<file path="src/hdl/jcl_pkg.sv">
`timescale 1ns / 1ps

package jcl_pkg;

  // Field widths
  localparam int AXIS_W     = 12;
  localparam int POS_X_W    = 7;
  localparam int POS_Y_W    = 6;
  localparam int LEVEL_W    = 16;
  localparam int TIME_W     = 32;
  localparam int BTN_W      = 2;
  localparam int CFG_IDX_W  = 2;
  localparam int CFG_DATA_W = 32;

  // Axis clamp window
  localparam logic [AXIS_W-1:0] AXIS_LO    = 12'd22;
  localparam logic [AXIS_W-1:0] AXIS_HI    = 12'd4090;
  localparam logic [AXIS_W-1:0] AXIS_RANGE = 12'd4068;

  // Screen geometry defaults and border inset
  localparam int SCREEN_W_DEF    = 128;
  localparam int SCREEN_H_DEF    = 64;
  localparam int CURSOR_SIZE_DEF = 8;
  localparam int INSET           = 5;

  // Reset values
  localparam logic [CFG_DATA_W-1:0] DEBOUNCE_RST = 32'd200000;
  localparam logic [AXIS_W-1:0]     CENTER_X_RST = 12'd2147;
  localparam logic [AXIS_W-1:0]     CENTER_Y_RST = 12'd1890;
  localparam logic [POS_X_W-1:0]    POS_X_RST    = 7'd60;
  localparam logic [POS_Y_W-1:0]    POS_Y_RST    = 6'd28;

  // Shared divider: restoring, two quotient bits per cycle
  localparam int DIV_NUM_W = 28;
  localparam int DIV_DEN_W = AXIS_W;
  localparam int DIV_STEPS = 2;
  localparam int DIV_CYC   = DIV_NUM_W / DIV_STEPS;
  localparam int DIV_CNT_W = $clog2(DIV_CYC + 1);

  // Codes
  typedef enum logic {
    OP_SAMPLE = 1'b0,
    OP_PRESS  = 1'b1
  } op_e;

  localparam logic [BTN_W-1:0] BTN_JOY = 2'd0;
  localparam logic [BTN_W-1:0] BTN_A   = 2'd1;

  localparam logic [CFG_IDX_W-1:0] CFG_DEBOUNCE = 2'd0;
  localparam logic [CFG_IDX_W-1:0] CFG_CENTER_X = 2'd1;
  localparam logic [CFG_IDX_W-1:0] CFG_CENTER_Y = 2'd2;

  typedef struct packed {
    logic               operation;
    logic [AXIS_W-1:0]  stick_x;
    logic [AXIS_W-1:0]  stick_y;
    logic [BTN_W-1:0]   button_id;
    logic [TIME_W-1:0]  time_us;
  } in_t;

  typedef struct packed {
    logic [POS_X_W-1:0] cursor_x;
    logic [POS_Y_W-1:0] cursor_y;
    logic [LEVEL_W-1:0] red_level;
    logic [LEVEL_W-1:0] blue_level;
    logic               border_on;
    logic               pwm_on;
    logic               press_accepted;
  } out_t;

  // Top to lane: one axis job. span is two's complement.
  typedef struct packed {
    logic               start;
    logic [AXIS_W-1:0]  raw;
    logic [AXIS_W-1:0]  centre;
    logic [POS_X_W-1:0] lo;
    logic [AXIS_W-1:0]  span;
  } lane_cmd_t;

  // Lane to top: done pulse plus held results
  typedef struct packed {
    logic               done;
    logic [POS_X_W-1:0] pos;
    logic [LEVEL_W-1:0] level;
  } lane_res_t;

endpackage

</file>
<file path="src/hdl/jcl_div.sv">
`timescale 1ns / 1ps

module jcl_div import jcl_pkg::*; (
  input  logic                 clk_i,
  input  logic                 rst_ni,
  input  logic                 start_i,
  input  logic [DIV_NUM_W-1:0] num_i,
  input  logic [DIV_DEN_W-1:0] den_i,
  output logic                 done_o,
  output logic [DIV_NUM_W-1:0] quo_o
);

  logic                 busy_q;
  logic                 done_q;
  logic [DIV_CNT_W-1:0] cnt_q;
  logic [DIV_DEN_W:0]   rem_q, rem_d;
  logic [DIV_NUM_W-1:0] quo_q, quo_d;
  logic [DIV_DEN_W-1:0] den_q;

  // two restoring steps per cycle
  always_comb begin
    rem_d = rem_q;
    quo_d = quo_q;
    for (int i = 0; i < DIV_STEPS; i++) begin
      rem_d = {rem_d[DIV_DEN_W-1:0], quo_d[DIV_NUM_W-1]};
      quo_d = {quo_d[DIV_NUM_W-2:0], 1'b0};
      if (rem_d >= {1'b0, den_q}) begin
        rem_d    = rem_d - {1'b0, den_q};
        quo_d[0] = 1'b1;
      end
    end
  end

  always_ff @(posedge clk_i or negedge rst_ni) begin
    if (!rst_ni) begin
      busy_q <= 1'b0;
      done_q <= 1'b0;
      cnt_q  <= '0;
    end else begin
      done_q <= 1'b0;
      if (start_i) begin
        busy_q <= 1'b1;
        cnt_q  <= DIV_CNT_W'(DIV_CYC);
      end else if (busy_q) begin
        cnt_q <= cnt_q - DIV_CNT_W'(1);
        if (cnt_q == DIV_CNT_W'(1)) begin
          busy_q <= 1'b0;
          done_q <= 1'b1;
        end
      end
    end
  end

  always_ff @(posedge clk_i) begin
    if (start_i) begin
      rem_q <= '0;
      quo_q <= num_i;
      den_q <= den_i;
    end else if (busy_q) begin
      rem_q <= rem_d;
      quo_q <= quo_d;
    end
  end

  assign done_o = done_q;
  assign quo_o  = quo_q;

endmodule

</file>
<file path="src/hdl/jcl_lane.sv">
`timescale 1ns / 1ps

module jcl_lane import jcl_pkg::*; (
  input  logic      clk_i,
  input  logic      rst_ni,
  input  lane_cmd_t cmd_i,
  output lane_res_t res_o
);

  typedef enum logic [2:0] {
    L_IDLE = 3'b001,
    L_POS  = 3'b010,
    L_LVL  = 3'b100
  } lane_state_e;

  lane_state_e state_q, state_d;

  logic [AXIS_W-1:0]    clamped, off, mag, dev, lvl_den;
  logic [2*AXIS_W-1:0]  prod;
  logic [DIV_NUM_W-1:0] lvl_num, div_num, div_quo;
  logic [DIV_DEN_W-1:0] div_den;
  logic                 div_start, div_done, neg;
  logic [POS_X_W-1:0]   q_low, pos_d, pos_q;
  logic [LEVEL_W-1:0]   level_d, level_q;
  logic                 done_q;

  // position: clamp, then (v - lo) * |span| / range, sign applied after
  always_comb begin
    if (cmd_i.raw < AXIS_LO) begin
      clamped = AXIS_LO;
    end else if (cmd_i.raw > AXIS_HI) begin
      clamped = AXIS_HI;
    end else begin
      clamped = cmd_i.raw;
    end
    off  = clamped - AXIS_LO;
    neg  = cmd_i.span[AXIS_W-1];
    mag  = neg ? (AXIS_W'(0) - cmd_i.span) : cmd_i.span;
    prod = {{AXIS_W{1'b0}}, off} * {{AXIS_W{1'b0}}, mag};
  end

  // level: |raw - centre| * 65535 / max(centre, 1), on unclamped reading
  always_comb begin
    dev     = (cmd_i.raw >= cmd_i.centre) ? (cmd_i.raw - cmd_i.centre)
                                          : (cmd_i.centre - cmd_i.raw);
    lvl_num = {dev, {LEVEL_W{1'b0}}} - {{LEVEL_W{1'b0}}, dev};
    lvl_den = (cmd_i.centre == '0) ? AXIS_W'(1) : cmd_i.centre;
  end

  assign div_start = ((state_q == L_IDLE) && cmd_i.start) ||
                     ((state_q == L_POS) && div_done);
  assign div_num   = (state_q == L_IDLE) ? DIV_NUM_W'(prod) : lvl_num;
  assign div_den   = (state_q == L_IDLE) ? AXIS_RANGE : lvl_den;

  jcl_div u_div (
    .clk_i   (clk_i),
    .rst_ni  (rst_ni),
    .start_i (div_start),
    .num_i   (div_num),
    .den_i   (div_den),
    .done_o  (div_done),
    .quo_o   (div_quo)
  );

  // quotient magnitude is truncated, so negating the low bits is exact mod 2^7
  assign q_low   = div_quo[POS_X_W-1:0];
  assign pos_d   = cmd_i.lo + (neg ? (POS_X_W'(0) - q_low) : q_low);
  assign level_d = (div_quo[DIV_NUM_W-1:LEVEL_W] != '0) ? {LEVEL_W{1'b1}}
                                                        : div_quo[LEVEL_W-1:0];

  always_comb begin
    state_d = state_q;
    unique case (state_q)
      L_IDLE: if (cmd_i.start) state_d = L_POS;
      L_POS:  if (div_done) state_d = L_LVL;
      L_LVL:  if (div_done) state_d = L_IDLE;
      default: state_d = L_IDLE;
    endcase
  end

  always_ff @(posedge clk_i or negedge rst_ni) begin
    if (!rst_ni) begin
      state_q <= L_IDLE;
      done_q  <= 1'b0;
    end else begin
      state_q <= state_d;
      done_q  <= (state_q == L_LVL) && div_done;
    end
  end

  always_ff @(posedge clk_i) begin
    if ((state_q == L_POS) && div_done) pos_q <= pos_d;
    if ((state_q == L_LVL) && div_done) level_q <= level_d;
  end

  assign res_o.done  = done_q;
  assign res_o.pos   = pos_q;
  assign res_o.level = level_q;

endmodule

</file>
<file path="src/hdl/joystick_cursor_and_led_drive.sv">
`timescale 1ns / 1ps

// Joystick cursor and LED drive.
// Input channel (in_valid_i / in_stall_o / in_data_i): one transaction is a
// joystick sample or a button press. Output channel (out_valid_o /
// out_stall_i / out_data_o): exactly one transaction per input, carrying the
// cursor position, both LED levels, the mode flags and the debounce verdict.
// Config port: cfg_we_i writes cfg_wdata_i into register cfg_idx_i
// (0 debounce_us, 1 center_x, 2 center_y); other indexes are ignored.
// Sequencing: a sample runs two lanes (X, Y) side by side, each doing two
// back-to-back divisions on its own shared radix-4 divider; a press needs
// no division. One item is in flight at a time; the next is taken the
// cycle after the result is loaded into the output register. A result
// waiting under out_stall_i does not block acceptance of the next item;
// only its completion waits for the output register to free.
// Reset: config returns to 200000 / 2147 / 1890, border off, PWM on,
// cursor at 60,28, levels 0, last press time 0, both channels empty.

module joystick_cursor_and_led_drive import jcl_pkg::*; #(
  parameter int SCREEN_W    = SCREEN_W_DEF,
  parameter int SCREEN_H    = SCREEN_H_DEF,
  parameter int CURSOR_SIZE = CURSOR_SIZE_DEF
) (
  input  logic                  clk_i,
  input  logic                  rst_ni,
  input  logic                  in_valid_i,
  output logic                  in_stall_o,
  input  in_t                   in_data_i,
  output logic                  out_valid_o,
  input  logic                  out_stall_i,
  output out_t                  out_data_o,
  input  logic                  cfg_we_i,
  input  logic [CFG_IDX_W-1:0]  cfg_idx_i,
  input  logic [CFG_DATA_W-1:0] cfg_wdata_i
);

  // Mapping endpoints. lo is the value at the low axis reading, span is
  // (high end - low end); Y runs top-down so its span is negative.
  localparam int SPAN_X_N = SCREEN_W - CURSOR_SIZE;
  localparam int SPAN_X_B = SCREEN_W - CURSOR_SIZE - 2 * INSET;
  localparam int LO_Y_N   = SCREEN_H - CURSOR_SIZE;
  localparam int LO_Y_B   = SCREEN_H - CURSOR_SIZE - INSET;
  localparam int SPAN_Y_N = CURSOR_SIZE - SCREEN_H;
  localparam int SPAN_Y_B = CURSOR_SIZE + 2 * INSET - SCREEN_H;

  typedef enum logic [3:0] {
    S_IDLE  = 4'b0001,
    S_START = 4'b0010,
    S_LANE  = 4'b0100,
    S_FIN   = 4'b1000
  } state_e;

  state_e state_q, state_d;

  in_t item_q;

  // configuration
  logic [CFG_DATA_W-1:0] debounce_q;
  logic [AXIS_W-1:0]     center_x_q, center_y_q;

  // architectural state
  logic                  border_q, border_d;
  logic                  pwm_q, pwm_d;
  logic [TIME_W-1:0]     last_q, last_d;
  logic [POS_X_W-1:0]    pos_x_q, pos_x_d;
  logic [POS_Y_W-1:0]    pos_y_q, pos_y_d;
  logic [LEVEL_W-1:0]    red_q, red_d;
  logic [LEVEL_W-1:0]    blue_q, blue_d;

  // output register
  logic                  out_valid_q;
  out_t                  out_q, out_d;

  logic                  accept, out_free, commit, lane_start, accepted;
  logic [TIME_W-1:0]     gap;
  lane_cmd_t             cmd_x, cmd_y;
  lane_res_t             res_x, res_y;

  assign in_stall_o = (state_q != S_IDLE);
  assign accept     = in_valid_i && (state_q == S_IDLE);
  assign out_free   = !out_valid_q || !out_stall_i;
  assign commit     = (state_q == S_FIN) && out_free;
  assign lane_start = (state_q == S_START) && (item_q.operation == OP_SAMPLE);

  // ---- lanes: X and Y axes in parallel ----
  always_comb begin
    cmd_x.start  = lane_start;
    cmd_x.raw    = item_q.stick_x;
    cmd_x.centre = center_x_q;
    cmd_x.lo     = border_q ? POS_X_W'(INSET) : '0;
    cmd_x.span   = border_q ? AXIS_W'(SPAN_X_B) : AXIS_W'(SPAN_X_N);

    cmd_y.start  = lane_start;
    cmd_y.raw    = item_q.stick_y;
    cmd_y.centre = center_y_q;
    cmd_y.lo     = border_q ? POS_X_W'(LO_Y_B) : POS_X_W'(LO_Y_N);
    cmd_y.span   = border_q ? AXIS_W'(SPAN_Y_B) : AXIS_W'(SPAN_Y_N);
  end

  jcl_lane u_lane_x (
    .clk_i  (clk_i),
    .rst_ni (rst_ni),
    .cmd_i  (cmd_x),
    .res_o  (res_x)
  );

  jcl_lane u_lane_y (
    .clk_i  (clk_i),
    .rst_ni (rst_ni),
    .cmd_i  (cmd_y),
    .res_o  (res_y)
  );

  // ---- sequencer ----
  always_comb begin
    state_d = state_q;
    unique case (state_q)
      S_IDLE:  if (accept) state_d = S_START;
      S_START: state_d = (item_q.operation == OP_SAMPLE) ? S_LANE : S_FIN;
      S_LANE:  if (res_x.done && res_y.done) state_d = S_FIN;  // lanes run in lockstep, both done in the same cycle
      S_FIN:   if (out_free) state_d = S_IDLE;
      default: state_d = S_IDLE;
    endcase
  end

  // ---- merge: fold lane results / press into state, build the result ----
  assign gap = item_q.time_us - last_q;  // wraps mod 2^32

  always_comb begin
    border_d = border_q;
    pwm_d    = pwm_q;
    last_d   = last_q;
    pos_x_d  = pos_x_q;
    pos_y_d  = pos_y_q;
    red_d    = red_q;
    blue_d   = blue_q;
    accepted = 1'b0;
    if (commit) begin
      if (item_q.operation == OP_SAMPLE) begin
        pos_x_d = res_x.pos;
        pos_y_d = res_y.pos[POS_Y_W-1:0];
        // levels hold while PWM is off
        if (pwm_q) begin
          red_d  = res_x.level;
          blue_d = res_y.level;
        end
      end else if (gap > debounce_q) begin
        accepted = 1'b1;
        last_d   = item_q.time_us;
        case (item_q.button_id)
          BTN_JOY: border_d = ~border_q;
          BTN_A: begin
            pwm_d = ~pwm_q;
            if (pwm_q) begin
              red_d  = '0;
              blue_d = '0;
            end
          end
          default: ;  // other pins: debounce only
        endcase
      end
    end
  end

  always_comb begin
    out_d.cursor_x       = pos_x_d;
    out_d.cursor_y       = pos_y_d;
    out_d.red_level      = red_d;
    out_d.blue_level     = blue_d;
    out_d.border_on      = border_d;
    out_d.pwm_on         = pwm_d;
    out_d.press_accepted = accepted;
  end

  // ---- registers ----
  always_ff @(posedge clk_i or negedge rst_ni) begin
    if (!rst_ni) begin
      state_q     <= S_IDLE;
      out_valid_q <= 1'b0;
      debounce_q  <= DEBOUNCE_RST;
      center_x_q  <= CENTER_X_RST;
      center_y_q  <= CENTER_Y_RST;
      border_q    <= 1'b0;
      pwm_q       <= 1'b1;
      last_q      <= '0;
      pos_x_q     <= POS_X_RST;
      pos_y_q     <= POS_Y_RST;
      red_q       <= '0;
      blue_q      <= '0;
    end else begin
      state_q  <= state_d;
      border_q <= border_d;
      pwm_q    <= pwm_d;
      last_q   <= last_d;
      pos_x_q  <= pos_x_d;
      pos_y_q  <= pos_y_d;
      red_q    <= red_d;
      blue_q   <= blue_d;

      if (commit) begin
        out_valid_q <= 1'b1;
      end else if (!out_stall_i) begin
        out_valid_q <= 1'b0;
      end

      if (cfg_we_i) begin
        unique case (cfg_idx_i)
          CFG_DEBOUNCE: debounce_q <= cfg_wdata_i;
          CFG_CENTER_X: center_x_q <= cfg_wdata_i[AXIS_W-1:0];
          CFG_CENTER_Y: center_y_q <= cfg_wdata_i[AXIS_W-1:0];
          default: ;  // unmapped index
        endcase
      end
    end
  end

  always_ff @(posedge clk_i) begin
    if (accept) item_q <= in_data_i;
    if (commit) out_q <= out_d;
  end

  assign out_valid_o = out_valid_q;
  assign out_data_o  = out_q;

endmodule
</file>
<file path="config.mk">
export PLATFORM = sky130hd
export DESIGN_NAME = joystick_cursor_and_led_drive
export DESIGN_NICKNAME = d
export VERILOG_FILES = /design/src/hdl/jcl_pkg.sv /design/src/hdl/jcl_div.sv /design/src/hdl/jcl_lane.sv /design/src/hdl/joystick_cursor_and_led_drive.sv
export SDC_FILE = /design/constraint.sdc
export NUM_CORES = 1
export LEC_CHECK = 0
export BUFFER_PORTS_ARGS = -buffer_cell sky130_fd_sc_hd__buf_2
export CAP_MARGIN = 20
export CORE_UTILIZATION = 61
export DETAILED_ROUTE_END_ITERATION = 8
export HOLD_SLACK_MARGIN = 0.05
export PLACE_DENSITY = 0.87
export RECOVER_POWER = 25
export SYNTH_ARGS = -nofsm -noshare
export SYNTH_HDL_FRONTEND = slang
export SYNTH_HIERARCHICAL = 1
export SYNTH_SLANG_ARGS = --single-unit
export TNS_END_PERCENT = 20
</file>
<file path="constraint.sdc">
create_clock -name clk_i -period 9.79 [get_ports clk_i]
set_input_delay 0.979 -clock clk_i [delete_from_list [all_inputs] [get_ports clk_i]]
set_output_delay 0.979 -clock clk_i [all_outputs]
set_load 0.01 [all_outputs]
</file>
=== After elaboration in Yosys (flattened, before gate mapping) ===
Index checks and enable logic that the tools add are counted.

* Output and inout port bits: 50
* RAM bits: 0
* Latch bits: 0
* Bits in read-only memories: 0
* Register bits after elaboration: 416
* Input port bits: 98
* Memories: 0

* Div/mod/pow operators: 0
* Magnitude comparators: 11
* Eq/ne operators: 26
* Reductions and logical operators: 32
* Bitwise gates (word level): 3
* Multiplexer cells: 85
* Shift operators: 0
* $mul: 2
* Add/sub/neg operators: 21

{| class="wikitable"
|+ Operators by type and width
! cell !! number
|-
| two-way mux 16 bit || 12
|-
| two-way mux 12 bit || 14
|-
| two-way mux 28 bit || 6
|-
| subtractor 12 bit || 8
|-
| subtractor 28 x 12 -> 28 bit || 2
|-
| >= comparator 13 x 12 -> 1 bit || 4
|-
| multiplier 12 x 12 -> 24 bit || 2
|-
| two-way mux 4 bit || 9
|-
| > comparator 32 bit || 1
|-
| subtractor 32 bit || 1
|-
| two-way mux 1 bit || 27
|-
| >= comparator 12 bit || 2
|-
| > comparator 12 bit, second input constant || 2
|-
| zero test 12 bit || 2
|-
| < comparator 12 x 5 -> 1 bit, second input constant || 2
|-
| nonzero test 12 bit || 2
|-
| subtractor 12 x 5 -> 12 bit, second input constant || 2
|-
| two-way mux 7 bit || 3
|-
| two-way mux 3 bit || 6
|-
| two-way mux 6 bit || 3
|-
| != test 2 bit, second input constant || 9
|-
| case mux 3 bit (3 select lines) || 2
|-
| case mux 4 bit (4 select lines) || 1
|-
| subtractor 1 x 7 -> 8 bit, first input constant || 2
|-
| 26 further kinds || 56
|}

=== Logic depth before layout (Yosys ltp) ===
* Word-level depth: 7
* Mapped depth: 34

=== By module ===
The synthesis kept the hierarchy.

{| class="wikitable"
|+ Modules (own cells, without submodules)
! module !! area an instance (um^2) !! cells an instance !! seq. area each (um^2) !! instances
|-
| joystick_cursor_and_led_drive || 11324.6 || 908 || 6749.0 || 1
|-
| jcl_lane at u_lane_y || 8528.2 || 1061 || 792.0 || 1
|-
| jcl_lane at u_lane_x || 8295.5 || 1014 || 792.0 || 1
|-
| jcl_div || 3604.7 || 330 || 1591.5 || 2
|}

=== Least setup slack after synthesis ===
Ideal clock, no wire load.

* Kind: register to register
* From: register item_q (netlist bit cmd_x[36])
* To: register u_lane_x.u_div.quo_q[18], in the netlist u_lane_x/u_div/quo_o[18] (data pin)
* Library setup time: 0.260 ns
* Required time: 9.530 ns
* Period minus slack after synthesis: 7.763 ns
* Path buffers: 1
* Slack: 2.027 ns
* Arrival: 7.503 ns
* Stages on the path, launching flop included: 32
* Cells stage by stage: edfxtp_1 -> inv_1 -> nand3_1 -> nor4_1 -> and2_1 -> clkbuf_1 -> a21oi_1 -> and2_0 -> clkinv_1 -> ha_1 -> o21ai_0 -> nand2_1 -> nor3_1 -> xnor2_1 -> nand2_1 -> fa_1 -> inv_1 -> fa_1 -> fa_1 -> fa_1 -> inv_1 -> fa_1 -> inv_1 -> ha_1 -> or3_1 -> o21ai_0 -> a21oi_1 -> a21o_1 -> a31oi_1 -> xor2_1 -> a21oi_1 -> mux2_2

* Cells in the longest elaborated chain, start to end: 7
* Elaborated cells between the ends (all ways): 13

{| class="wikitable"
|+ RTL lines
! what !! line !! RTL
|-
| from (decl) || joystick_cursor_and_led_drive.sv:55 || <nowiki>in_t item_q;</nowiki>
|-
| from (signal assigned) || joystick_cursor_and_led_drive.sv:218 || <nowiki>if (accept) item_q <= in_data_i;</nowiki>
|-
| > comparator 12 bit || jcl_lane.sv:31 || <nowiki>end else if (cmd_i.raw > AXIS_HI) begin</nowiki>
|-
| two-way mux 12 bit || jcl_lane.sv:31 ||
|-
| two-way mux 12 bit || jcl_lane.sv:29 || <nowiki>if (cmd_i.raw < AXIS_LO) begin</nowiki>
|-
| subtractor 12 x 5 -> 12 bit || jcl_lane.sv:36 || <nowiki>off = clamped - AXIS_LO;</nowiki>
|-
| multiplier 12 x 12 -> 24 bit || jcl_lane.sv:39 || <nowiki>prod = {{AXIS_W{1'b0}}, off} * {{AXIS_W{1'b0}}, mag};</nowiki>
|-
| two-way mux 28 bit (*) || jcl_lane.sv:52 || <nowiki>assign div_num = (state_q == L_IDLE) ? DIV_NUM_W'(prod) : lvl_num;</nowiki>
|-
| via u_lane_x.div_num[18] || jcl_lane.sv:20 || <nowiki>logic [DIV_NUM_W-1:0] lvl_num, div_num, div_quo;</nowiki>
|-
| two-way mux 28 bit (*) || jcl_div.sv:55 || <nowiki>if (start_i) begin</nowiki>
|-
| to (signal assigned) || jcl_div.sv:57 || <nowiki>quo_q <= num_i;</nowiki>
|-
| to (signal assigned) || jcl_div.sv:61 || <nowiki>quo_q <= quo_d;</nowiki>
|-
| to (decl) || jcl_div.sv:17 || <nowiki>logic [DIV_NUM_W-1:0] quo_q, quo_d;</nowiki>
|}

The timed path passes the listed nets; every way through them passes the cells marked *.
A chain may end at the register's enable or synchronous reset.

=== Worst setup path after layout ===
* From: register item_q (netlist bit cmd_x[37])
* To: register u_lane_x.u_div.quo_q[18], in the netlist u_lane_x/u_div/quo_o[18] (data pin)

The elaborated chain is that of the path after synthesis.

==> impl_metrics.yaml <==
detailed_routing:
  wire_per_inst_microns: 19.1
  wl_mm: 87.7
  vias: 27400
  drt_first_iter_violations: 2824
  vias_per_cell: 5.98
  drc: 0
  drt-pass1-iter-count: 8
  drtAntennaViolNets: 0
clocking:
  clk_latency_ns: 0.60
  cts_setup_buffers: 0
  cts_root_buf: "clkbuf_16"
  clockBufferDepth: 3
  numClockSinks: 416
  path_clk_slew_ns: 0.06
  postCtsHoldBufs: 0
  post_cts_resized: 0
  cts_tree: "done"
  cts_buffers: 43
  htree_levels: 2
min_path:
  worstHoldPathCells: 2
  hold_end: "u_lane_x/u_div/rem_q[8]"
  min_path_type: "flip-flop to flip-flop"
  hp-start: "u_lane_x/u_div/rem_q[8]"
worst_setup_path:
  r2r-start: "cmd_x[37]"
  r2r_setup_slack_ns: 1.02
  cp_data_required_time_ns: 10.12
  slowest_stage: "xnor2_1"
  rr_endpoint: "u_lane_x/u_div/quo_o[18]"
  critPathLaunchType: "flip-flop"
  ff2ff_path_depth: 29
  crit_arrival_ns: 9.10
  crit_path_end_kind: "flip-flop"
  cpMostUsedCell: "fa_1"
  critPathKind: "flip-flop to flip-flop"
  max_stage_delay_ns: 0.61
  path_max_fanout: 8
die:
  ios: 148
  initial_core_util: 0.622
  die-area_sq_um: 58800
  core-area_sq_um: 56700
  die_h_microns: 242
  die_w_microns: 242
  row_count: 87
cells_and_area:
  final_area_sq_um: 38300
  regArea_sq_um: 11500
  area_growth_pct: 8.53
  fill_cells: 4136
  fin_cells: 4585
  drive_gt1_frac: 0.131
  fin_nets: 4407
  multi_input_area_sq_um: 21800
timing:
  period_share: 0.896
  fin_setup_tns_ns: 0
  period_minus_slack_ns: 8.77
  rsz0062_at_grt: "no"
  clock.fmax_ghz: 0.114
  setup_viol: 0
  worst_slew_pin_slew_ns: 4.49
  drv_slew: 188
  clock_skew_ns: 0.0242
  slew_headroom: -1.99
  final_hold_viol_count: 0
run_status:
  status: "finished, violations left"
  violations: "max-capacitance violations, max-slew violations"
grt:
  grt_max_degree: 88
  grt_busiest_layer: "met2"
  antenna_found_initial: 7
  grt_pass1_vias: 26500
  grtUsageTotal: 0.297
  grt_pass1_wl_mm: 140
  met2_usage: 0.451
  grt_overflow: 0
  met1_usage: 0.420
  use_met3: 0.0676
logic_synthesis:
  netlist_instances: 3634
  avgSynthCellArea_sq_um: 9.71
  synthesis.area_sq_um: 35300
  yosys_warnings: 6
place:
  place_congestion: 1.00
  place_inst: 4499
  io_buffers: 147
  dpl.hpwl_mm: 67.3
  dpl_cell_area_sq_um: 36800
run:
  drv_cap: 3
[metal layers]
layer | wire length [microns] | share of wire
met1 | 37000 | 0.42
met2 | 38800 | 0.44
met3 | 8870 | 0.10
met4 | 2940 | 0.034
met5 | 68 | 0.00078
[how the worst max path moves through the flow]
stage          startpoint  cells past startpoint                  endpoint  slack (ns)
2_1_floorplan   cmd_x[36]                     31  u_lane_x/u_div/quo_o[18]        2.03
3_5_place_dp    cmd_x[37]                     32  u_lane_x/u_div/quo_o[17]        1.30
5_1_grt         cmd_x[37]                     32  u_lane_x/u_div/quo_o[17]        0.51
3_3_place_gp    cmd_x[37]                     30  u_lane_x/u_div/quo_o[18]        1.52
4_1_cts         cmd_x[37]                     32  u_lane_x/u_div/quo_o[17]        1.26
6_report        cmd_x[37]                     29  u_lane_x/u_div/quo_o[18]        1.02
[final cells by class]
cell class              count  share of cell area
flip-flops and latches    416               0.300
multi-input cells        2701               0.568
inverters                 454              0.0445
diodes                      1           0.0000654
repair buffers            177              0.0249
well taps                 756              0.0247
clock buffers              57              0.0305
clock inverters            23             0.00677
[through the flow]
step,setup slack (ns),util,hold slack [ns]
final,1.02,0.675,0.505
after global routing,0.506,0.675,0.519
after CTS,1.26,0.675,0.456
after detailed placement,1.30,0.650,0.486
after global placement,1.52,0.650,0.486
after floorplan,2.03,-,0.467
[placed cells by master, fill, tap and decap left out, drive strengths merged, types with 132 or more instances in the layout]
cell and instances:
mux2 133, edfxtp 232, fa 211, nor2 298
nand2 375, ha 305, a21oi 197, buf 154
inv 453, xnor2 140, o21ai 152, dfrtp 132
[flip-flops by register name, summed over array words and instances (netlist names), 16 cells and up]
register              count
out_data_o               48
u_lane_x/u_div/quo_o     28
u_lane_y/u_div/quo_o     28
blue_q                   16
debounce_q               32
u_lane_y/level_q         16
last_q                   32
item_q                   35
red_q                    16
u_lane_x/level_q         16
[critical path: cells and delay by family, from the launching register on]
| family | cells | cell delay [ns] |
|---|---|---|
| compound gates | 8 | 2.10 |
| xor+xnor | 2 | 0.78 |
| fa+ha+maj | 7 | 3.15 |
| buf+inv | 5 | 0.54 |
| flops | 1 | 0.46 |
| mux | 1 | 0.34 |
| simple gates | 6 | 1.15 |
Power is left out: the tool's default activity adds up to more than one toggle a clock period on the data nets, which glitch-free logic cannot reach.
